[src/rtl/fdfc_pkg.sv]
// ----------------------------------------------------------------------------
// fdfc_pkg
// Shared types and codes of the frame delay controller: command kinds, run
// modes, notices, output selection and the step control word.
// ----------------------------------------------------------------------------
package fdfc_pkg;

   localparam logic [1:0] KIND_FRAME = 2'd0;
   localparam logic [1:0] KIND_START = 2'd1;
   localparam logic [1:0] KIND_STOP  = 2'd2;

   localparam logic [7:0] CAPACITY_RESET = 8'd255;
   localparam logic [8:0] ACTIVE_MAX     = 9'd511;

   typedef enum logic [1:0] {
      MODE_WAITING,
      MODE_BUFFERING,
      MODE_PLAYING,
      MODE_PASSTHROUGH
   } run_mode_type;

   typedef enum logic [1:0] {
      NOTICE_NONE,
      NOTICE_SPEECH,
      NOTICE_QUIET,
      NOTICE_NO_DELAY
   } notice_type;

   typedef enum logic [1:0] {
      OUT_NONE,
      OUT_INPUT,
      OUT_RING
   } out_sel_type;

   typedef struct packed {
      logic        push_counts;
      logic        ovf_pop;
      logic        play_pop;
      logic        clear_count;
      out_sel_type out_sel;
      notice_type  notice;
      logic        overflow;
      logic [7:0]  delay_frames;
   } step_ctrl_type;

endpackage

[src/rtl/fdfc_front.sv]
// ----------------------------------------------------------------------------
// fdfc_front
// Accept stage: run mode, ring pointers and capacity. Decodes each item into
// ring accesses and a control word for the count stage.
// ----------------------------------------------------------------------------
module fdfc_front #(
   parameter int unsigned DEPTH         = 256,
   parameter int unsigned FRAME_ID_BITS = 16,
   localparam int unsigned PW = $clog2(DEPTH),
   localparam int unsigned EW = FRAME_ID_BITS + 2
) (
   input  logic                      clock,
   input  logic                      reset,
   input  logic                      accept,
   input  logic [1:0]                kind,
   input  logic                      enabled,
   input  logic                      frame_valid,
   input  logic                      frame_active,
   input  logic [FRAME_ID_BITS-1:0]  frame_id,
   input  logic                      csr_write_en,
   input  logic [7:0]                csr_write_data,
   output logic                      ring_wr_en,
   output logic [PW-1:0]             ring_wr_addr,
   output logic [EW-1:0]             entry,
   output logic [PW-1:0]             ring_rd_addr_a,
   output logic [PW-1:0]             ring_rd_addr_b,
   output fdfc_pkg::step_ctrl_type   ctrl
);

   import fdfc_pkg::*;

   localparam int unsigned LW   = PW + 1;
   localparam int unsigned LAST = DEPTH - 1;

   function automatic logic [PW-1:0] ptr_inc(input logic [PW-1:0] p,
                                             input logic [PW-1:0] last);
      ptr_inc = (p == last) ? '0 : p + 1'b1;
   endfunction

   run_mode_type     mode_ff;
   run_mode_type     mode_in;
   logic [PW-1:0]    wp_ff;
   logic [PW-1:0]    wp_in;
   logic [PW-1:0]    rp_ff;
   logic [PW-1:0]    rp_in;
   logic [7:0]       cap_ff;

   logic [PW-1:0]    last_slot;
   logic [LW-1:0]    slots;
   logic             counts;
   logic             nonempty;
   logic             push;
   logic             play;
   logic             clear;
   out_sel_type      out_sel;
   notice_type       notice;
   logic [PW-1:0]    wp_inc;
   logic [PW-1:0]    rp_inc;
   logic [PW-1:0]    rp_inc2;
   logic             ovf;
   logic [LW-1:0]    wp_x;
   logic [LW-1:0]    rp_x;
   logic [LW-1:0]    len;

   assign last_slot = (32'(cap_ff) >= 32'(LAST)) ? PW'(LAST) : PW'(cap_ff);
   assign slots     = LW'(last_slot) + 1'b1;

   assign counts   = frame_valid & frame_active;
   assign entry    = {counts, frame_valid, frame_valid ? frame_id : '0};
   assign nonempty = (wp_ff != rp_ff);

   // next mode
   always_comb begin
      mode_in = mode_ff;
      unique case (kind)
         KIND_FRAME: begin
            if (enabled) begin
               if ((mode_ff == MODE_WAITING) && counts) begin
                  mode_in = MODE_BUFFERING;
               end else if ((mode_ff == MODE_PLAYING) && !nonempty) begin
                  mode_in = MODE_PASSTHROUGH;
               end
            end
         end
         KIND_START: mode_in = MODE_PLAYING;
         KIND_STOP:  mode_in = MODE_WAITING;
         default:    mode_in = mode_ff;
      endcase
   end

   // actions of the item
   always_comb begin
      push    = 1'b0;
      play    = 1'b0;
      clear   = 1'b0;
      out_sel = OUT_NONE;
      notice  = NOTICE_NONE;
      if (kind == KIND_STOP) begin
         clear = 1'b1;
      end else if (kind == KIND_FRAME) begin
         if (!enabled) begin
            out_sel = OUT_INPUT;
         end else begin
            unique case (mode_ff)
               MODE_WAITING: begin
                  if (counts) begin
                     push   = 1'b1;
                     notice = NOTICE_SPEECH;
                  end
               end
               MODE_BUFFERING: push = 1'b1;
               MODE_PLAYING: begin
                  if (nonempty) begin
                     push    = 1'b1;
                     play    = 1'b1;
                     out_sel = OUT_RING;
                  end else begin
                     notice  = NOTICE_NO_DELAY;
                     out_sel = OUT_INPUT;
                  end
               end
               MODE_PASSTHROUGH: out_sel = OUT_INPUT;
               default: out_sel = OUT_INPUT;
            endcase
         end
      end
   end

   assign wp_inc  = ptr_inc(wp_ff, last_slot);
   assign rp_inc  = ptr_inc(rp_ff, last_slot);
   assign rp_inc2 = ptr_inc(rp_inc, last_slot);
   assign ovf     = push && (rp_ff == wp_inc);

   always_comb begin
      if (clear) begin
         wp_in = '0;
         rp_in = '0;
      end else begin
         wp_in = push ? wp_inc : wp_ff;
         priority if (play && ovf) begin
            rp_in = rp_inc2;
         end else if (play || ovf) begin
            rp_in = rp_inc;
         end else begin
            rp_in = rp_ff;
         end
      end
   end

   assign wp_x = LW'(wp_in);
   assign rp_x = LW'(rp_in);
   assign len  = (wp_in >= rp_in) ? (wp_x - rp_x) : (wp_x + slots - rp_x);

   assign ctrl.push_counts  = push & counts;
   assign ctrl.ovf_pop      = ovf;
   assign ctrl.play_pop     = play;
   assign ctrl.clear_count  = clear;
   assign ctrl.out_sel      = out_sel;
   assign ctrl.notice       = notice;
   assign ctrl.overflow     = ovf;
   assign ctrl.delay_frames = 8'(len);

   assign ring_wr_en     = accept & push;
   assign ring_wr_addr   = wp_ff;
   assign ring_rd_addr_a = rp_ff;
   assign ring_rd_addr_b = rp_inc;

   always_ff @(posedge clock) begin
      if (reset) begin
         mode_ff <= MODE_WAITING;
         wp_ff   <= '0;
         rp_ff   <= '0;
         cap_ff  <= CAPACITY_RESET;
      end else if (csr_write_en) begin
         cap_ff <= csr_write_data;
         wp_ff  <= '0;
         rp_ff  <= '0;
      end else if (accept) begin
         mode_ff <= mode_in;
         wp_ff   <= wp_in;
         rp_ff   <= rp_in;
      end
   end

endmodule

[config.mk]
export PLATFORM = sky130hd
export DESIGN_NAME = fdfc_front
export DESIGN_NICKNAME = d
export VERILOG_FILES = /design/src/rtl/fdfc_pkg.sv /design/src/rtl/fdfc_front.sv
export SDC_FILE = /design/constraint.sdc
export NUM_CORES = 1
export LEC_CHECK = 0
export BUFFER_PORTS_ARGS = -buffer_cell sky130_fd_sc_hd__buf_2
export CAP_MARGIN = 25
export CORE_MARGIN = 10
export CORE_UTILIZATION = 35
export CTS_BUF_LIST = sky130_fd_sc_hd__clkbuf_4
export DETAILED_ROUTE_END_ITERATION = 7
export PLACE_DENSITY = 0.55
export SYNTH_ARGS = -nofsm -noshare
export SYNTH_HDL_FRONTEND = slang
export SYNTH_SLANG_ARGS = --single-unit
[constraint.sdc]
create_clock -name clock -period 5.2 [get_ports clock]
set_input_delay 0.52 -clock clock [delete_from_list [all_inputs] [get_ports clock]]
set_output_delay 0.52 -clock clock [all_outputs]
set_load 0.05 [all_outputs]
==> flow_summary.toml <==
[clocking]
ctsHoldBuffers = 0
htreeDepth = 1
clk_pin_slew_worst_paths_ns = 0.16
cts_tree = "done"
clk_latency_ns = 0.34
clock-sinks = 26
cts_buffer_depth = 2
root_buffer = "clkbuf_4"
cts_buffers = 3

[route]
drtIter0Drc = 271
dr.pass1.iters = 4
route.detailed.drc = 0
via_per_inst = 5.235
antenna_left = 0
wire_per_inst_um = 17.80
drt-total-wl_um = 15290
num_vias = 4497

[logic_synthesis]
yosysTopAreaCell = "dfxtp_1"
ys_seq_elements = 26
synthXorXnorAreaFrac_pct = 13.41
synth-simple-area-share_pct = 26.64
netlist_area_um2 = 3936
synth_top_family_by_area = "simple AND/OR/NAND/NOR gates"
synthCells = 531
synth_fa_ha_area_share_pct = 11.06
synthDistinctLibCells = 73
synthArstFlopShare_pct = 0
synth_seq_area_share_pct = 13.22
syn_avg_cell_area_um2 = 7.413
synth_compound_area_share_pct = 19.26
synth_edf_count = 0
synth.area.top_cells = "dfxtp_1 13%, xnor2_1 7.1%, ha_1 7.0%"
synth_warnings = 0
synth_top_area_share_pct = 13.22
syn-num-nets = 594
ys.flop_type = "dfxtp_1"
synth.mux.area_fraction_pct = 4.196

[die]
die_area_um2 = 15890
die_width_um = 126.1
io_pins = 93
row_count = 38
initial_core_util_pct = 36.00
coreArea_um2 = 10940
die_height_um = 126.1

[timing]
post-route-min-period_ns = 5.493
relSlewSlack_pct = 63.33
maxSlewViolCount = 0
finalHoldViolations = 0
setup_ws_ns = -0.2927
worstMarginPinSlew_ns = 0.5481
rsz0062_at_grt = "true"
setup_viol = 8
fmax_ghz = 0.1821
fin_crit_sh_pct = 105.6
tns_ns = -1.954
fin_skew_ns = 0.005355

[worst_setup_path]
critPathKind = "register to output pin"
r2r_cells = 12
path_cells = "xor2_1 > nor4_2 > buf_4 > nand2_1 > and2_1 > ha_1 > nand4_1 > nor3_1 > a21bo_2 > a211oi_1 > nor3_1 > fa_1 > inv_1 > ha_1 > a21oi_1 > o21ai_2 > xnor2_2 > mux2i_4 > xor2_4 > buf_6"
cp_slowest_cell = "fa_1"
worstPathArrival_ns = 4.97
rrSetupSlack_ns = 2.26
crit_fanout = 4
startpoint_type = "register"
reg2reg_to = "ring_rd_addr_a[6]"
r2r-start = "cap_ff[1]"
slowest_delay_ns = 0.52
cp-end-kind = "output pin"
required_ns = 4.68

[global_route]
track_usage_pct = 18.32
grt_antenna_before_repair = 0
grt_max_degree = 22
gr-total-overflow = 0
grt_pass1_vias = 4669
grt_pass1_wl_um = 24440

[cells_and_area]
drive_gt1_share_pct = 46.45
area_growth_pct = 50.16
utilization_pct = 54.05
diodes = 0
nets = 783

[power_and_ir_drop]
leakage_nw = 2.746
finalPower_mw = 0.6071
ir_drop_v = 0.00008534
power_density_nw_per_um2 = 102.7

[worst_hold_path]
min_path_type = "input port to register"
whs_endpoint = "cap_ff[7]"
min-delay-start = "csr_write_data[7]"
hold_depth = 3

[placement]
io_buffers = 92
routabilityCongestion = 0.9480
hpwl_um = 12480

[run]
maxCapViolations = 0

[outcome]
status = "finished, violations left"
violations = "setup timing"
per-stage QoR:
step           area, µm²  hold WS [ns]  setup WS (ns)  instances
2_1_floorplan       4173        0.5445       -0.04915        531
3_3_place_gp        5465        0.5524        -0.2898        843
3_5_place_dp        5465        0.5530        -0.3991        843
4_1_cts             5754        0.3662        -0.3810        856
5_1_grt             5911        0.3748        -0.5958        859
6_report            5911        0.3863        -0.2927        859
layout by cell type, fill, tap and decap left out, types with 8 or more instances in the layout:
master / count
buf_4: 133
buf_2: 84
nor2_1: 40
inv_1: 40
nand2_1: 36
xnor2_1: 27
and2_1: 21
xor2_1: 20
ha_1: 18
a21oi_1: 17
o21ai_0: 13
nor3_1: 13
dfxtp_2: 12
a21oi_2: 11
nand3_1: 11
nand4_1: 10
nor2b_1: 10
mux2i_1: 10
or3_1: 8
dfxtp_4: 8
where the power goes:
part	leakage, nW	switching (mW)	internal [mW]
logic	2.50	0.140	0.108
clock network	0.0279	0.0688	0.0780
registers	0.219	0.0100	0.202
total	2.75	0.219	0.388
cells in the mapped netlist, drive strengths merged, types with 6 or more instances:
cell type   n
nor2       49
clkbuf     15
nor2b      10
o21ai      19
xor2       22
fa          8
buf        33
a21o        6
inv        42
nand3      13
or3        10
nor3       17
nand4      10
a21oi      32
nand2      36
and2       23
a211oi      7
nand3b      7
mux2i      13
xnor2      34
ha         22
dfxtp      26
timing repair:
item | in CTS | in global routing
gates resized for setup | 44 | 39
pin swaps | 12 | 18
cloned | 1 | 0
endpoints found under the setup margin | 8 | 8
setup buffers | 8 | 4
flip-flops by register name, indices dropped and copies added, names as in the netlist:
name,cells
cap_ff,8
ring_wr_addr,8
ring_rd_addr_a,8
mode_ff,2
routing by layer:
metal | global-route usage, % | share of wire [%] | vias to the layer above
met1 | 22.90 | 44 | 2156
met5 | 0 | 0 | -
met4 | 5.894 | 2.8 | 0
met2 | 31.39 | 48 | 111
li1 | - | - | 2207
met3 | 2.810 | 5.1 | 23
cells by family after synthesis:
family | count (synthesis)
AO/OA/AOI/OAI | 112
XOR/XNOR | 57
adder cells (fa/ha/maj) | 30
buffers and inverters | 90
flip-flops | 26
multiplexers | 15
AND/OR/NAND/NOR | 201
cell type report:
class | instances | area (µm²)
clock buffers | 3 | 22.52
clock inverters | 1 | 30.03
fillers | 1055 | 5025
inverters | 42 | 157.7
multi-input cells | 415 | 3318
flip-flops and latches | 26 | 565.5
well taps | 140 | 175.2
repair buffers | 232 | 1642
worst max-delay path, delay by kind of cell, from the launching register on:
kind,cells,cell delay (ns)
compound gates,4,0.94
xor+xnor,3,0.49
fa+ha+maj,3,1.08
buf+inv,3,0.39
flops,1,0.40
mux,1,0.21
simple gates,6,1.12
how the worst max path moves through the flow:
| stage | end | cells past startpoint | slack [ns] | from |
|---|---|---|---|---|
| 4_1_cts | ctrl[7] | 21 | -0.38 | ring_wr_addr[1] |
| 3_5_place_dp | ctrl[7] | 25 | -0.40 | kind[0] |
| 2_1_floorplan | ctrl[7] | 22 | -0.05 | ring_wr_addr[1] |
| 5_1_grt | ctrl[7] | 23 | -0.60 | ring_wr_addr[1] |
| 3_3_place_gp | ctrl[7] | 24 | -0.29 | kind[0] |
| 6_report | ctrl[7] | 20 | -0.29 | cap_ff[1] |
Power figures use the tool's default switching activity.
