### src/rtl/fdfc_pkg.sv
// ----------------------------------------------------------------------------
// fdfc_pkg
// Shared types and codes of the frame delay controller: command kinds, run
// modes, notices, output selection and the step control word.
// ----------------------------------------------------------------------------
package fdfc_pkg;

   localparam logic [1:0] KIND_FRAME = 2'd0;
   localparam logic [1:0] KIND_START = 2'd1;
   localparam logic [1:0] KIND_STOP  = 2'd2;

   localparam logic [7:0] CAPACITY_RESET = 8'd255;
   localparam logic [8:0] ACTIVE_MAX     = 9'd511;

   typedef enum logic [1:0] {
      MODE_WAITING,
      MODE_BUFFERING,
      MODE_PLAYING,
      MODE_PASSTHROUGH
   } run_mode_type;

   typedef enum logic [1:0] {
      NOTICE_NONE,
      NOTICE_SPEECH,
      NOTICE_QUIET,
      NOTICE_NO_DELAY
   } notice_type;

   typedef enum logic [1:0] {
      OUT_NONE,
      OUT_INPUT,
      OUT_RING
   } out_sel_type;

   typedef struct packed {
      logic        push_counts;
      logic        ovf_pop;
      logic        play_pop;
      logic        clear_count;
      out_sel_type out_sel;
      notice_type  notice;
      logic        overflow;
      logic [7:0]  delay_frames;
   } step_ctrl_type;

endpackage

### src/rtl/fdfc_back.sv
// ----------------------------------------------------------------------------
// fdfc_back
// Count stage and output register: takes the ring read data, keeps the count
// of active frames held and the quiescence flag, and forms the result item.
// ----------------------------------------------------------------------------
module fdfc_back #(
   parameter int unsigned FRAME_ID_BITS = 16,
   localparam int unsigned EW = FRAME_ID_BITS + 2
) (
   input  logic                      clock,
   input  logic                      reset,
   input  logic                      accept,
   input  fdfc_pkg::step_ctrl_type   ctrl,
   input  logic [EW-1:0]             entry,
   input  logic [EW-1:0]             rd_data_a,
   input  logic [EW-1:0]             rd_data_b,
   input  logic                      csr_write_en,
   input  logic                      rsp_ready,
   output logic                      step_ready,
   output logic                      rsp_valid,
   output logic                      rsp_out_valid,
   output logic                      rsp_out_active,
   output logic [FRAME_ID_BITS-1:0]  rsp_out_frame_id,
   output logic [1:0]                rsp_notice,
   output logic                      rsp_overflow,
   output logic [7:0]                rsp_delay_frames
);

   import fdfc_pkg::*;

   localparam int unsigned VB = FRAME_ID_BITS;
   localparam int unsigned AB = FRAME_ID_BITS + 1;

   logic            s2_valid_ff;
   logic            s2_valid_in;
   step_ctrl_type   s2_ctrl_ff;
   logic [EW-1:0]   s2_entry_ff;
   logic [8:0]      act_ff;
   logic [8:0]      act_in;
   logic            quiet_ff;
   logic            quiet_in;
   logic            rsp_valid_ff;
   logic            rsp_valid_in;
   logic [EW-1:0]   rsp_word_ff;
   notice_type      rsp_notice_ff;
   logic            rsp_overflow_ff;
   logic [7:0]      rsp_delay_ff;

   logic            advance;
   logic [EW-1:0]   popped;
   logic [EW-1:0]   out_word;
   notice_type      notice;
   logic [8:0]      act0;
   logic [8:0]      act1;
   logic [8:0]      act2;

   assign advance    = s2_valid_ff && (!rsp_valid_ff || rsp_ready);
   assign step_ready = !s2_valid_ff || !rsp_valid_ff || rsp_ready;

   assign s2_valid_in  = accept | (s2_valid_ff & ~advance);
   assign rsp_valid_in = advance | (rsp_valid_ff & ~rsp_ready);

   assign popped = s2_ctrl_ff.ovf_pop ? rd_data_b : rd_data_a;

   // active count: clear, push, overflow drop, then play-out
   always_comb begin
      act0 = s2_ctrl_ff.clear_count ? '0 : act_ff;
      act1 = (s2_ctrl_ff.push_counts && (act0 < ACTIVE_MAX)) ? act0 + 1'b1 : act0;
      act2 = (s2_ctrl_ff.ovf_pop && rd_data_a[VB] && rd_data_a[AB] && (act1 != '0))
             ? act1 - 1'b1 : act1;
      act_in = (s2_ctrl_ff.play_pop && popped[VB] && popped[AB] && (act2 != '0))
               ? act2 - 1'b1 : act2;
   end

   always_comb begin
      notice   = s2_ctrl_ff.notice;
      quiet_in = quiet_ff;
      if (s2_ctrl_ff.play_pop) begin
         if (act_in == '0) begin
            if (!quiet_ff) begin
               quiet_in = 1'b1;
               notice   = NOTICE_QUIET;
            end
         end else if (quiet_ff) begin
            quiet_in = 1'b0;
            notice   = NOTICE_SPEECH;
         end
      end
   end

   always_comb begin
      unique case (s2_ctrl_ff.out_sel)
         OUT_INPUT: out_word = s2_entry_ff;
         OUT_RING:  out_word = popped;
         default:   out_word = '0;
      endcase
   end

   always_ff @(posedge clock) begin
      if (reset) begin
         s2_valid_ff  <= 1'b0;
         rsp_valid_ff <= 1'b0;
         act_ff       <= '0;
         quiet_ff     <= 1'b0;
      end else begin
         s2_valid_ff  <= s2_valid_in;
         rsp_valid_ff <= rsp_valid_in;
         if (csr_write_en) begin
            act_ff <= '0;
         end else if (advance) begin
            act_ff   <= act_in;
            quiet_ff <= quiet_in;
         end
      end
   end

   always_ff @(posedge clock) begin
      if (accept) begin
         s2_ctrl_ff  <= ctrl;
         s2_entry_ff <= entry;
      end
      if (advance) begin
         rsp_word_ff     <= out_word;
         rsp_notice_ff   <= notice;
         rsp_overflow_ff <= s2_ctrl_ff.overflow;
         rsp_delay_ff    <= s2_ctrl_ff.delay_frames;
      end
   end

   assign rsp_valid        = rsp_valid_ff;
   assign rsp_out_valid    = rsp_word_ff[VB];
   assign rsp_out_active   = rsp_word_ff[VB] & rsp_word_ff[AB];
   assign rsp_out_frame_id = rsp_word_ff[VB] ? rsp_word_ff[VB-1:0] : '0;
   assign rsp_notice       = rsp_notice_ff;
   assign rsp_overflow     = rsp_overflow_ff;
   assign rsp_delay_frames = rsp_delay_ff;

endmodule

### config.mk
export PLATFORM = sky130hd
export DESIGN_NAME = fdfc_back
export DESIGN_NICKNAME = d
export VERILOG_FILES = /design/src/rtl/fdfc_pkg.sv /design/src/rtl/fdfc_back.sv
export SDC_FILE = /design/constraint.sdc
export NUM_CORES = 1
export LEC_CHECK = 0
export BUFFER_PORTS_ARGS = -buffer_cell sky130_fd_sc_hd__buf_2
export CORE_MARGIN = 1
export CORE_UTILIZATION = 58
export CTS_CLUSTER_DIAMETER = 150
export DETAILED_ROUTE_END_ITERATION = 8
export GPL_ROUTABILITY_DRIVEN = 0
export PLACE_DENSITY = 0.82
export SLEW_MARGIN = 20
export SYNTH_ARGS = -nofsm -noshare
export SYNTH_HDL_FRONTEND = slang
export SYNTH_SLANG_ARGS = --single-unit
### constraint.sdc
create_clock -name clock -period 7 [get_ports clock]
set_input_delay 0 -clock clock [delete_from_list [all_inputs] [get_ports clock]]
set_output_delay 0 -clock clock [all_outputs]
set_load 0.01 [all_outputs]
==> results of run 1 <==
[logic make-up after synthesis]
group	Yosys count	synth area share (%)
compound gates	84	15.8
flops	76	51.6
fa+ha+maj	5	1.49
simple gates	147	19.3
buf+inv	27	2.84
mux	27	7.23
xor+xnor	8	1.67
[layout make-up]
type | instances | area [um^2]
Clock buffer | 9 | 124
Clock inverter | 7 | 108
Fill cell | 390 | 1510
Inverter | 9 | 33.8
Multi-Input combinational cell | 271 | 1910
Sequential cell | 76 | 2160
Tap cell | 96 | 120
Timing Repair Buffer | 144 | 908
[timing repair]
item | in CTS | in global routing
endpoints found under the hold margin | 38 | 0
endpoints found under the setup margin | 0 | 0
hold buffers | 37 | 0
[power by group]
part           switching (mW)  internal (mW)  leakage (nW)
Clock                   0.178          0.208         0.114
Sequential             0.0172          0.524         0.710
Combinational          0.0944         0.0841          1.28
Total                   0.290          0.816          2.11
[registers in the layout (all words and copies together), names as in the netlist]
name              flops
act_ff                9
quiet_ff              1
rsp_delay_frames      8
rsp_notice            2
rsp_overflow          1
rsp_valid             1
rsp_word_ff          18
s2_ctrl_ff           17
s2_entry_ff          18
s2_valid_ff           1
[cells in the mapped netlist, drive strengths merged, types with 4 or more instances]
cell	n	share of area (%)
and2	21	3.1
nand4	5	0.75
xnor2	4	0.84
nor4	7	1.4
a21oi	17	2.0
xor2	4	0.84
nand3	12	1.4
nor2	30	2.7
nand2b	6	0.96
mux2	23	6.3
o21ai	9	1.1
inv	9	0.81
buf	7	1.0
clkbuf	11	0.99
nor3	8	1.1
ha	5	1.5
dfxtp	12	5.7
nor2b	7	1.0
and4	4	0.84
a21boi	4	0.72
nand2	29	2.6
mux2i	4	0.96
edfxtp	64	46
a31oi	8	1.3
a22oi	18	3.2
[layer usage]
| metal | routed length, um | GRT usage (%) | share of wire [%] |
|---|---|---|---|
| met5 | 0 | 0 | 0 |
| met4 | 244 | 13.6 | 2.2 |
| met3 | 858 | 7.68 | 7.8 |
| met2 | 5510 | 50.9 | 50 |
| met1 | 4360 | 37.2 | 40 |
[final timing paths]
check,to,slack [ps],from
worst max-delay path,rsp_notice[1],1340,s2_ctrl_ff[13]
worst min-delay path,act_ff[2],60,csr_write_en
worst max register to register,rsp_notice[1],1340,s2_ctrl_ff[13]
worst min register to register,rsp_overflow,420,s2_ctrl_ff[8]
[stage by stage]
stage          area, um^2  hold slack, ps
5_1_grt              5360            57.8
3_5_place_dp         4760             178
3_3_place_gp         4760             176
6_report             5360            59.6
4_1_cts              5360            48.6
2_1_floorplan        4190            69.1
[worst register-to-register path: stages, from the launching register on]
cell and delay [ps]:
edfxtp_1 600, and4b_1 570, nand3_1 190, nand2_1 170, xor2_1 310, ha_1 210
or4b_1 460, and4b_1 410, a21boi_1 170, xnor2_1 220, inv_1 90, ha_1 290
nand3_1 180, a221oi_4 340, a21boi_1 110, o32a_1 380, nor4_4 350, nand3_1 150
o311ai_2 250
[placed cells by master, fill, tap and decap left out, types with 12 or more instances in the layout]
cell           count
buf_2            106
edfxtp_1          64
dlygate4sd3_1     37
nor2_1            30
nand2_1           29
mux2_2            22
and2_1            21
a22oi_1           18
a21oi_1           17
nand3_1           12
dfxtp_1           12
==> out/summary.json, run 1 <==
{
  "path_cells": "and4b_1, nand3_1, nand2_1, xor2_1, ha_1, or4b_1, and4b_1, a21boi_1, xnor2_1, inv_1, ha_1, nand3_1, a221oi_4, a21boi_1, o32a_1, nor4_4, nand3_1, o311ai_2",
  "worst_clock_skew_ps": 14.1,
  "totalPowerFinal_mw": 1.11,
  "synth-async-reset-ratio_pct": 0,
  "ys_seq_elements": 76,
  "rows": 30,
  "count_of_input_and_output_buffers": 106,
  "fin_cells": 612,
  "peakVddDrop_mv": 0.171,
  "final_nets": 592,
  "setup-violations-final": 0,
  "cts_setup_buffers": 0,
  "ys_dominant_reg_cell": "edfxtp_1",
  "layout.core_utilization_pct": 78.1,
  "core_area_um2": 6870,
  "required_ps": 7160,
  "yosysWarningCount": 0,
  "post_synthesis_sequential_area_ratio_pct": 51.6,
  "cp.depth": 18,
  "grt_max_degree": 37,
  "clock_tree_from_tritoncts": "done",
  "synth.distinct_cells": 67,
  "end_kind": "flop",
  "slew_headroom_pct": 34.0,
  "drc": 0,
  "timing.final.crit_share_pct": 80.9,
  "timing.setup.tns_ps": 0,
  "flow.area_growth_from_synthesis_pct": 28.1,
  "critPathMaxStageDelay_ps": 600,
  "global_route_wire_length_before_repair_um": 17200,
  "post_cts.resized_instances": 0,
  "overflow": 0,
  "final-max-slew-violation-count": 0,
  "maxCapViolCount": 0,
  "cts.sink_count": 76,
  "critical_path.startpoint_type": "flop",
  "postSynthNetCount": 455,
  "die_area_um2": 7560,
  "cellLeakagePower_nw": 2.11,
  "synth.cell_area_um2": 4190,
  "finalWorstPathRequiredPeriod_ps": 5660,
  "worst_ep_arrival_time_ps": 5820,
  "clk_root_buffer_cell": "clkbuf_8",
  "hold_path_class": "in2reg",
  "worst_hold_path.num_cells": 3,
  "synthesis.instances": 374,
  "cts_htree_levels": 3,
  "layout_setup_ws_ps": 1340,
  "num_cts_buffers": 9,
  "vias": 3629,
  "number_of_enable_type_register_cells_in_the_synthesized_netlist": 64,
  "clock_tree_buffer_depth": 2,
  "hold_violations": 0,
  "worst-setup-path-type": "reg2reg",
  "drt-initial-drc-count": 250,
  "chipHeight_um": 87.0,
  "crit_slowest_cell": "edfxtp_1",
  "antenna_cells": 0,
  "clock_latency_ps": 350,
  "cpMostUsedCell": "nand3_1",
  "ant_nets": 0,
  "routed_wl_um": 11000,
  "grt_pass1_vias": 3581,
  "io-pin-count": 107,
  "effective_utilization_at_floorplan_pct": 60.9,
  "post_synth.cell_area_avg_um2": 11.2,
  "grt_util_all_layers_pct": 30.4,
  "worst_slew_pin_slew_ps": 980,
  "initial_antenna_violation_count": 0,
  "fmaxAchievable_ghz": 0.177,
  "detailed_router_iteration_count_before_antenna_repair": 5,
  "dp_worst_setup_slack_ps": 1440,
  "final_layout_size_suffix_gt1_share_pct": 31.2,
  "cts.reportedPaths.clkPinSlew_ps": 80,
  "timing.critical_path.buf_inv": 1,
  "placedCellCount": 559,
  "cp_max_fo": 16,
  "wire_per_inst_um": 17.9,
  "drt-vias-per-instance": 5.93,
  "r2r.worst_path.cells": 18,
  "outcome": "complete, no violations",
  "p_per_area_nw_per_um2": 206,
  "hpwl_after_detailed_placement_um": 6910,
  "grt_setup_unrepaired": "no",
  "dieWidth_um": 87.0,
  "worst_path_dominant_cell_family": "simple AND/OR/NAND/NOR gates"
}
Note: power is estimated with default switching activity, not from simulation.
==> run 2, diff against run 1 <==
--- a/config.mk
+++ b/config.mk
@@ -7,11 +7,11 @@
 export LEC_CHECK = 0
 export BUFFER_PORTS_ARGS = -buffer_cell sky130_fd_sc_hd__buf_2
 export CORE_MARGIN = 1
-export CORE_UTILIZATION = 58
+export CORE_UTILIZATION = 53
 export CTS_CLUSTER_DIAMETER = 150
 export DETAILED_ROUTE_END_ITERATION = 8
 export GPL_ROUTABILITY_DRIVEN = 0
-export PLACE_DENSITY = 0.82
+export PLACE_DENSITY = 0.76
 export SLEW_MARGIN = 20
 export SYNTH_ARGS = -nofsm -noshare
 export SYNTH_HDL_FRONTEND = slang
==> constraint.sdc (replaced) <==
create_clock -name clock -period 5.4 [get_ports clock]
set_input_delay 0 -clock clock [delete_from_list [all_inputs] [get_ports clock]]
set_output_delay 0 -clock clock [all_outputs]
set_load 0.01 [all_outputs]
==> out/summary.json, run 2 (synthesis gave the netlist of run 1 again) <==
{
  "cts.reportedPaths.clkPinSlew": {"value": 80, "unit": "ps", "change": "about the same"},
  "groute.layer.met2.usage": {"value": 47.4, "unit": "%", "change": "-3.5 points"},
  "timing.rr.start": "s2_ctrl_ff[13]",
  "layout.cells.most_common": "buf_2",
  "critPathLaunch": "s2_ctrl_ff[13]",
  "count_of_input_and_output_buffers": {"value": 106, "change": "unchanged"},
  "cellLeakagePower": {"value": 2.13, "unit": "nW", "change": "+1.1%"},
  "fin_cells": {"value": 623, "change": "+1.8%"},
  "cts.sink_count": {"value": 76, "change": "unchanged"},
  "slew_headroom": {"value": 46.4, "unit": "%", "change": "+12 points"},
  "crit_slowest_cell": "or4b_1",
  "num_cts_buffers": {"value": 9, "change": "unchanged"},
  "worst_ep_arrival_time": {"value": 5250, "unit": "ps", "change": "-570 ps"},
  "clock_latency": {"value": 340, "unit": "ps", "change": "about the same"},
  "place_area": {"value": 4800, "unit": "um^2", "change": "+0.79%"},
  "required": {"value": 5560, "unit": "ps", "change": "-1600 ps"},
  "critPathMaxStageDelay": {"value": 450, "unit": "ps", "change": "-150 ps"},
  "wire_per_inst": {"value": 17.2, "unit": "um", "change": "-3.9%"},
  "clk_root_buffer_cell": "clkbuf_8",
  "placedCellCount": {"value": 569, "change": "+1.8%"},
  "final-max-slew-violation-count": {"value": 0, "change": "unchanged"},
  "global_route_wire_length_before_repair": {"value": 17000, "unit": "um", "change": "-0.93%"},
  "finalWorstPathRequiredPeriod": {"value": 5080, "unit": "ps", "change": "-579 ps"},
  "worst_path_dominant_cell_family": "simple AND/OR/NAND/NOR gates",
  "global_route.peak_usage_layer": "met2",
  "hold_violations": {"value": 0, "change": "unchanged"},
  "final_nets": {"value": 597, "change": "+0.84%"},
  "die_area": {"value": 8260, "unit": "um^2", "change": "+9.2%"},
  "effective_utilization_at_floorplan": {"value": 54.5, "unit": "%", "change": "-6.5 points"},
  "dp_worst_setup_slack": {"value": 318, "unit": "ps", "change": "-1120 ps"},
  "final_layout_size_suffix_gt1_share": {"value": 32.6, "unit": "%", "change": "+1.4 points"},
  "worst_clock_skew": {"value": 11.7, "unit": "ps", "change": "-2.39 ps"},
  "grt_setup_unrepaired": "no",
  "multi_input_gate_area_in_the_final_layout": {"value": 1920, "unit": "um^2", "change": "+0.79%"},
  "ant_nets": {"value": 0, "change": "unchanged"},
  "flow.area_growth_from_synthesis_pct": 29.5,
  "antenna_cells": {"value": 0, "change": "unchanged"},
  "vias": {"value": 3555, "change": "-2.0%"},
  "totalPowerFinal": {"value": 1.43, "unit": "mW", "change": "+29%"},
  "fillCellCount": {"value": 555, "change": "+42%"},
  "final_design_area_no_fill": {"value": 5420, "unit": "um^2", "change": "+1.1%"},
  "cts_setup_buffers": {"value": 0, "change": "unchanged"},
  "routed_wl": {"value": 10700, "unit": "um", "change": "-2.2%"},
  "timing.critical_path.buf_inv": {"value": 2, "change": "+1"},
  "rows": {"value": 32, "change": "+6.7%"},
  "drt-vias-per-instance": {"value": 5.71, "change": "-3.8%"},
  "sequential_cell_area": {"value": 2160, "unit": "um^2", "change": "about the same"},
  "cts_htree_levels": {"value": 3, "change": "unchanged"},
  "drt-initial-drc-count": {"value": 173, "change": "-31%"},
  "fmaxAchievable": {"value": 0.197, "unit": "GHz", "change": "+11%"},
  "setup-violations-final": {"value": 0, "change": "unchanged"},
  "peakVddDrop": {"value": 0.229, "unit": "mV", "change": "+34%"},
  "most-common-layout-cells": "buf_2, edfxtp_1, dlygate4sd3_1, nor2_1, nand2_1",
  "maxCapViolCount": {"value": 0, "change": "unchanged"},
  "grtUsageMet1": {"value": 30.7, "unit": "%", "change": "-6.4 points"},
  "hold_path.startpoint": "csr_write_en",
  "worst_hold_slack_across_all_endpoints": {"value": 72.5, "unit": "ps", "change": "+13.0 ps"},
  "layout_setup_ws": {"value": 317, "unit": "ps", "change": "-1020 ps"},
  "core_area": {"value": 7690, "unit": "um^2", "change": "+12%"},
  "io-pin-count": {"value": 107, "change": "unchanged"},
  "p_per_area": {"value": 264, "unit": "nW/um^2", "change": "+28%"},
  "outcome": "complete, no violations",
  "hpwl_after_detailed_placement": {"value": 7320, "unit": "um", "change": "+5.9%"},
  "initial_antenna_violation_count": {"value": 0, "change": "unchanged"},
  "timing.final.crit_share": {"value": 94.1, "unit": "%", "change": "+13 points"},
  "chipHeight": {"value": 90.9, "unit": "um", "change": "+4.5%"},
  "drc": {"value": 0, "change": "unchanged"},
  "layout.core_utilization": {"value": 70.5, "unit": "%", "change": "-7.5 points"},
  "clock_tree_from_tritoncts": "done",
  "worst-setup-path-type": "reg2reg",
  "overflow": {"value": 0, "change": "unchanged"},
  "end_kind": "flop",
  "detailed_router_iteration_count_before_antenna_repair": {"value": 5, "change": "unchanged"},
  "grt.met3_usage": {"value": 5.56, "unit": "%", "change": "-2.1 points"},
  "clock_tree_buffer_depth": {"value": 2, "change": "unchanged"},
  "cp_max_fo": {"value": 15, "change": "-1"},
  "critical_path.startpoint_type": "flop",
  "grt_max_degree": {"value": 37, "change": "unchanged"},
  "grt_util_all_layers": {"value": 26.8, "unit": "%", "change": "-3.7 points"},
  "timing.setup.tns": {"value": 0, "unit": "ps", "change": "unchanged"},
  "grt_pass1_vias": {"value": 3494, "change": "-2.4%"},
  "worst_slew_pin_slew": {"value": 804, "unit": "ps", "change": "-177 ps"},
  "path_cells": "buf_4, nor2b_1, ha_1, mux2i_2, ha_1, or4b_1, and4b_2, a21boi_1, xnor2_1, inv_1, ha_2, nand3_1, a221oi_4, a21boi_1, o32a_1, nor4_4, nand3_1, o311ai_2",
  "hold_path_class": "in2reg",
  "largest_registers": "rsp_word_ff x18, s2_entry_ff x18, s2_ctrl_ff x17",
  "dieWidth": {"value": 90.9, "unit": "um", "change": "+4.5%"}
}
-- run 2: cell count changes in the layout (fill, tap and decap cells not counted), sizes merged --
cell and change:
inv +1, dlygate4sd3 +1, buf +4, clkinv -1
-- run 2: layout make-up --
| type | count | area share, % |
|---|---|---|
| Clock buffer | 9 | 2.28 |
| Clock inverter | 7 | 1.94 |
| Sequential cell | 76 | 39.9 |
| Multi-Input combinational cell | 271 | 35.4 |
| Timing Repair Buffer | 149 | 17.5 |
| Inverter | 9 | 0.623 |
| Tap cell | 102 | 2.35 |
-- run 2: final timing paths --
check	cells past startpoint	slack, ps	to
max	18	320	rsp_notice[1]
min	3	70	act_ff[8]
max reg2reg	18	320	rsp_notice[1]
min reg2reg	0	420	rsp_delay_frames[6]
-- run 2: metal layers --
metal / vias up / wire length, um
met2: 148 / 5640
met1: 1651 / 4200
met5: - / 0
li1: 1726 / -
met4: 0 / 356
met3: 30 / 550
-- run 2: what timing repair did --
| action | 4_1_cts | 5_1_grt |
|---|---|---|
| setup endpoints to repair | 0 | 2 |
| hold endpoints to repair | 38 | 0 |
| gates resized for setup | 0 | 5 |
| hold buffers | 38 | 0 |
-- run 2: report_power, final --
part           total [mW]  leakage (nW)  switching [mW]  internal (mW)
Sequential          0.699         0.711          0.0193          0.679
Clock               0.497         0.113           0.229          0.268
Combinational       0.235          1.31           0.123          0.113
-- run 2: worst min-delay path, stage by stage --
cell and delay [ps]:
buf_2 90, or2_2 220, a21oi_1 60
==> run 3, diff against run 2 <==
--- a/config.mk
+++ b/config.mk
@@ -7,11 +7,11 @@
 export LEC_CHECK = 0
 export BUFFER_PORTS_ARGS = -buffer_cell sky130_fd_sc_hd__buf_2
 export CORE_MARGIN = 1
-export CORE_UTILIZATION = 53
+export CORE_UTILIZATION = 48
 export CTS_CLUSTER_DIAMETER = 150
 export DETAILED_ROUTE_END_ITERATION = 8
 export GPL_ROUTABILITY_DRIVEN = 0
-export PLACE_DENSITY = 0.76
+export PLACE_DENSITY = 0.72
 export SLEW_MARGIN = 20
 export SYNTH_ARGS = -nofsm -noshare
 export SYNTH_HDL_FRONTEND = slang
==> constraint.sdc (replaced) <==
create_clock -name clock -period 4.1 [get_ports clock]
set_input_delay 0 -clock clock [delete_from_list [all_inputs] [get_ports clock]]
set_output_delay 0 -clock clock [all_outputs]
set_load 0.01 [all_outputs]
==> out/summary.json, run 3 (synthesis gave the netlist of run 1 again) <==
{
  "outcome": "finished with violations",
  "failed_checks": "setup timing",
  "worst_clock_skew": {"value": 11.0, "unit": "ps", "change": "-0.708 ps"},
  "setup-violations-final": {"value": 2, "change": "+2"},
  "antenna_cells": {"value": 0, "change": "unchanged"},
  "rows": {"value": 33, "change": "+3.1%"},
  "path_cells": "and4b_2, nand3_4, nand2_4, mux2i_2, ha_2, or4b_4, and4b_2, a21boi_4, mux2_4, ha_4, nand3_4, a221oi_4, and2_1, o32a_1, nor4_4, nand3_1, o311ai_2",
  "end_kind": "flop",
  "core_area": {"value": 8340, "unit": "um^2", "change": "+8.5%"},
  "grt_max_degree": {"value": 37, "change": "unchanged"},
  "p_per_area": {"value": 317, "unit": "nW/um^2", "change": "+20%"},
  "largest_registers": "rsp_word_ff x18, s2_entry_ff x18, s2_ctrl_ff x17",
  "cts_htree_levels": {"value": 3, "change": "unchanged"},
  "required": {"value": 4280, "unit": "ps", "change": "-1280 ps"},
  "final-max-slew-violation-count": {"value": 0, "change": "unchanged"},
  "layout.cells.most_common": "buf_2",
  "drt-initial-drc-count": {"value": 180, "change": "+4.0%"},
  "totalPowerFinal": {"value": 1.85, "unit": "mW", "change": "+29%"},
  "clock_tree_from_tritoncts": "done",
  "clk_root_buffer_cell": "clkbuf_8",
  "layout_setup_ws": {"value": -158, "unit": "ps", "change": "-476 ps"},
  "ant_nets": {"value": 0, "change": "unchanged"},
  "overflow": {"value": 0, "change": "unchanged"},
  "grt_setup_unrepaired": "yes",
  "initial_antenna_violation_count": {"value": 0, "change": "unchanged"},
  "most-common-layout-cells": "buf_2, edfxtp_1, buf_4, dlygate4sd3_1, nor2_1",
  "die_area": {"value": 9100, "unit": "um^2", "change": "+10%"},
  "dieWidth": {"value": 95.4, "unit": "um", "change": "+5.0%"},
  "grt_util_all_layers": {"value": 25.6, "unit": "%", "change": "-1.2 points"},
  "slew_headroom": {"value": 43.5, "unit": "%", "change": "-2.9 points"},
  "drc": {"value": 0, "change": "unchanged"},
  "routed_wl": {"value": 11100, "unit": "um", "change": "+3.1%"},
  "hold_path_class": "in2reg",
  "worst_slew_pin_slew": {"value": 848, "unit": "ps", "change": "+44.1 ps"},
  "maxCapViolCount": {"value": 0, "change": "unchanged"},
  "cellLeakagePower": {"value": 2.35, "unit": "nW", "change": "+11%"},
  "reg2reg_setup_slack": {"value": -160, "unit": "ps", "change": "-480 ps"},
  "worst_hold_path.num_cells": {"value": 3, "change": "unchanged"},
  "wire_per_inst": {"value": 16.6, "unit": "um", "change": "-4.0%"},
  "hpwl_after_detailed_placement": {"value": 7530, "unit": "um", "change": "+2.9%"},
  "io-pin-count": {"value": 107, "change": "unchanged"},
  "crit_slowest_cell": "or4b_4",
  "finalWorstPathRequiredPeriod": {"value": 4260, "unit": "ps", "change": "-824 ps"},
  "critical_path.reg2reg.endpoint": "rsp_notice[1]",
  "clock_tree_buffer_depth": {"value": 2, "change": "unchanged"},
  "r2r.worst_path.cells": {"value": 17, "change": "-1"},
  "final_nets": {"value": 640, "change": "+7.2%"},
  "worst_ep_arrival_time": {"value": 4440, "unit": "ps", "change": "-810 ps"},
  "worst_path_dominant_cell_family": "simple AND/OR/NAND/NOR gates",
  "clock_latency": {"value": 350, "unit": "ps", "change": "about the same"},
  "cp.depth": {"value": 17, "change": "-1"},
  "critPathLaunch": "s2_ctrl_ff[13]",
  "timing.rr.start": "s2_ctrl_ff[13]",
  "flow.area_growth_from_synthesis_pct": 39.6,
  "hold_violations": {"value": 0, "change": "unchanged"},
  "dp_worst_setup_slack": {"value": -149, "unit": "ps", "change": "-467 ps"},
  "critPathMaxStageDelay": {"value": 460, "unit": "ps", "change": "about the same"},
  "drt-vias-per-instance": {"value": 5.58, "change": "-2.1%"},
  "place_area": {"value": 5150, "unit": "um^2", "change": "+7.3%"},
  "timing.critical_path.buf_inv": {"value": 0, "change": "-2"},
  "effective_utilization_at_floorplan": {"value": 50.2, "unit": "%", "change": "-4.3 points"},
  "hold_path.startpoint": "csr_write_en",
  "count_of_input_and_output_buffers": {"value": 106, "change": "unchanged"},
  "cts.reportedPaths.clkPinSlew": {"value": 80, "unit": "ps", "change": "about the same"},
  "final_design_area_no_fill": {"value": 5850, "unit": "um^2", "change": "+7.8%"},
  "peakVddDrop": {"value": 0.308, "unit": "mV", "change": "+34%"},
  "vias": {"value": 3736, "change": "+5.1%"},
  "chipHeight": {"value": 95.4, "unit": "um", "change": "+5.0%"},
  "detailed_router_iteration_count_before_antenna_repair": {"value": 4, "change": "-1"},
  "grt_pass1_vias": {"value": 3710, "change": "+6.2%"},
  "timing.final.crit_share": {"value": 104, "unit": "%", "change": "+9.7 points"},
  "final_layout_size_suffix_gt1_share": {"value": 40.8, "unit": "%", "change": "+8.2 points"},
  "worst-setup-path-type": "reg2reg",
  "cts.sink_count": {"value": 76, "change": "unchanged"},
  "setup.worst_path.end": "rsp_notice[1]",
  "fmaxAchievable": {"value": 0.235, "unit": "GHz", "change": "+19%"},
  "cp_max_fo": {"value": 5, "change": "-10"},
  "critical_path.startpoint_type": "flop",
  "global_route_wire_length_before_repair": {"value": 17600, "unit": "um", "change": "+3.2%"},
  "num_cts_buffers": {"value": 9, "change": "unchanged"}
}
## run 3: changes by cell type in the layout (fill, tap and decap cells not counted), moves of 3 or more
cell / delta
a21oi_1: -3
nor2b_4: +3
a21oi_2: +3
buf_4: +44
nor2b_1: -3
## run 3: final cells by class
| class | instances | area [um^2] |
|---|---|---|
| Sequential cell | 76 | 2160 |
| Fill cell | 557 | 2490 |
| Clock inverter | 7 | 75.1 |
| Timing Repair Buffer | 192 | 1270 |
| Tap cell | 105 | 131 |
| Multi-Input combinational cell | 271 | 2050 |
| Clock buffer | 9 | 124 |
| Inverter | 9 | 33.8 |
## run 3: power by group
group	leakage [nW]	switching, mW	internal, mW
combinational	1.54	0.181	0.180
sequential	0.710	0.0178	0.895
clock	0.0992	0.291	0.285
total	2.35	0.490	1.36
## run 3: stage by stage
stage               setup TNS (ps)  hold slack [ps]  instances  utilization (%)
finish                        -297             62.5        669             70.1
global route                  -902             74.8        669             70.1
CTS                           -204             59.5        666             69.2
detailed placement            -294              178        607             61.7
global placement             -81.4              177        607             61.7
floorplan                     -408             69.1        374                -
## run 3: repair_timing
item,CTS,global route
gates resized for setup,4,11
pin swaps,1,4
endpoints found under the hold margin,38,0
setup buffers,6,4
endpoints found under the setup margin,2,8
hold buffers,37,0
## run 3: metal layers
metal | up-vias | track usage (%) | wire, um
met3 | 21 | 4.47 | 629
met1 | 1765 | 32.7 | 4630
met4 | 0 | 10.1 | 230
met5 | - | 0 | 0
li1 | 1799 | - | -
met2 | 151 | 43.1 | 5580
## run 3: worst register-to-register path, stage by stage, from the launching register on
cell	delay (ps)
edfxtp_1	390
and4b_2	330
nand3_4	90
nand2_4	90
mux2i_2	230
ha_2	210
or4b_4	460
and4b_2	340
a21boi_4	80
mux2_4	340
ha_4	170
nand3_4	60
a221oi_4	60
and2_1	190
o32a_1	370
nor4_4	310
nand3_1	140
o311ai_2	220
## run 3: worst min path at each step
| stage | endpoint | slack [ps] |
|---|---|---|
| 2_1_floorplan | quiet_ff | 70 |
| 3_3_place_gp | s2_entry_ff[8] | 180 |
| 3_5_place_dp | s2_entry_ff[1] | 180 |
| 4_1_cts | quiet_ff | 60 |
| 5_1_grt | act_ff[3] | 70 |
| 6_report | act_ff[3] | 60 |
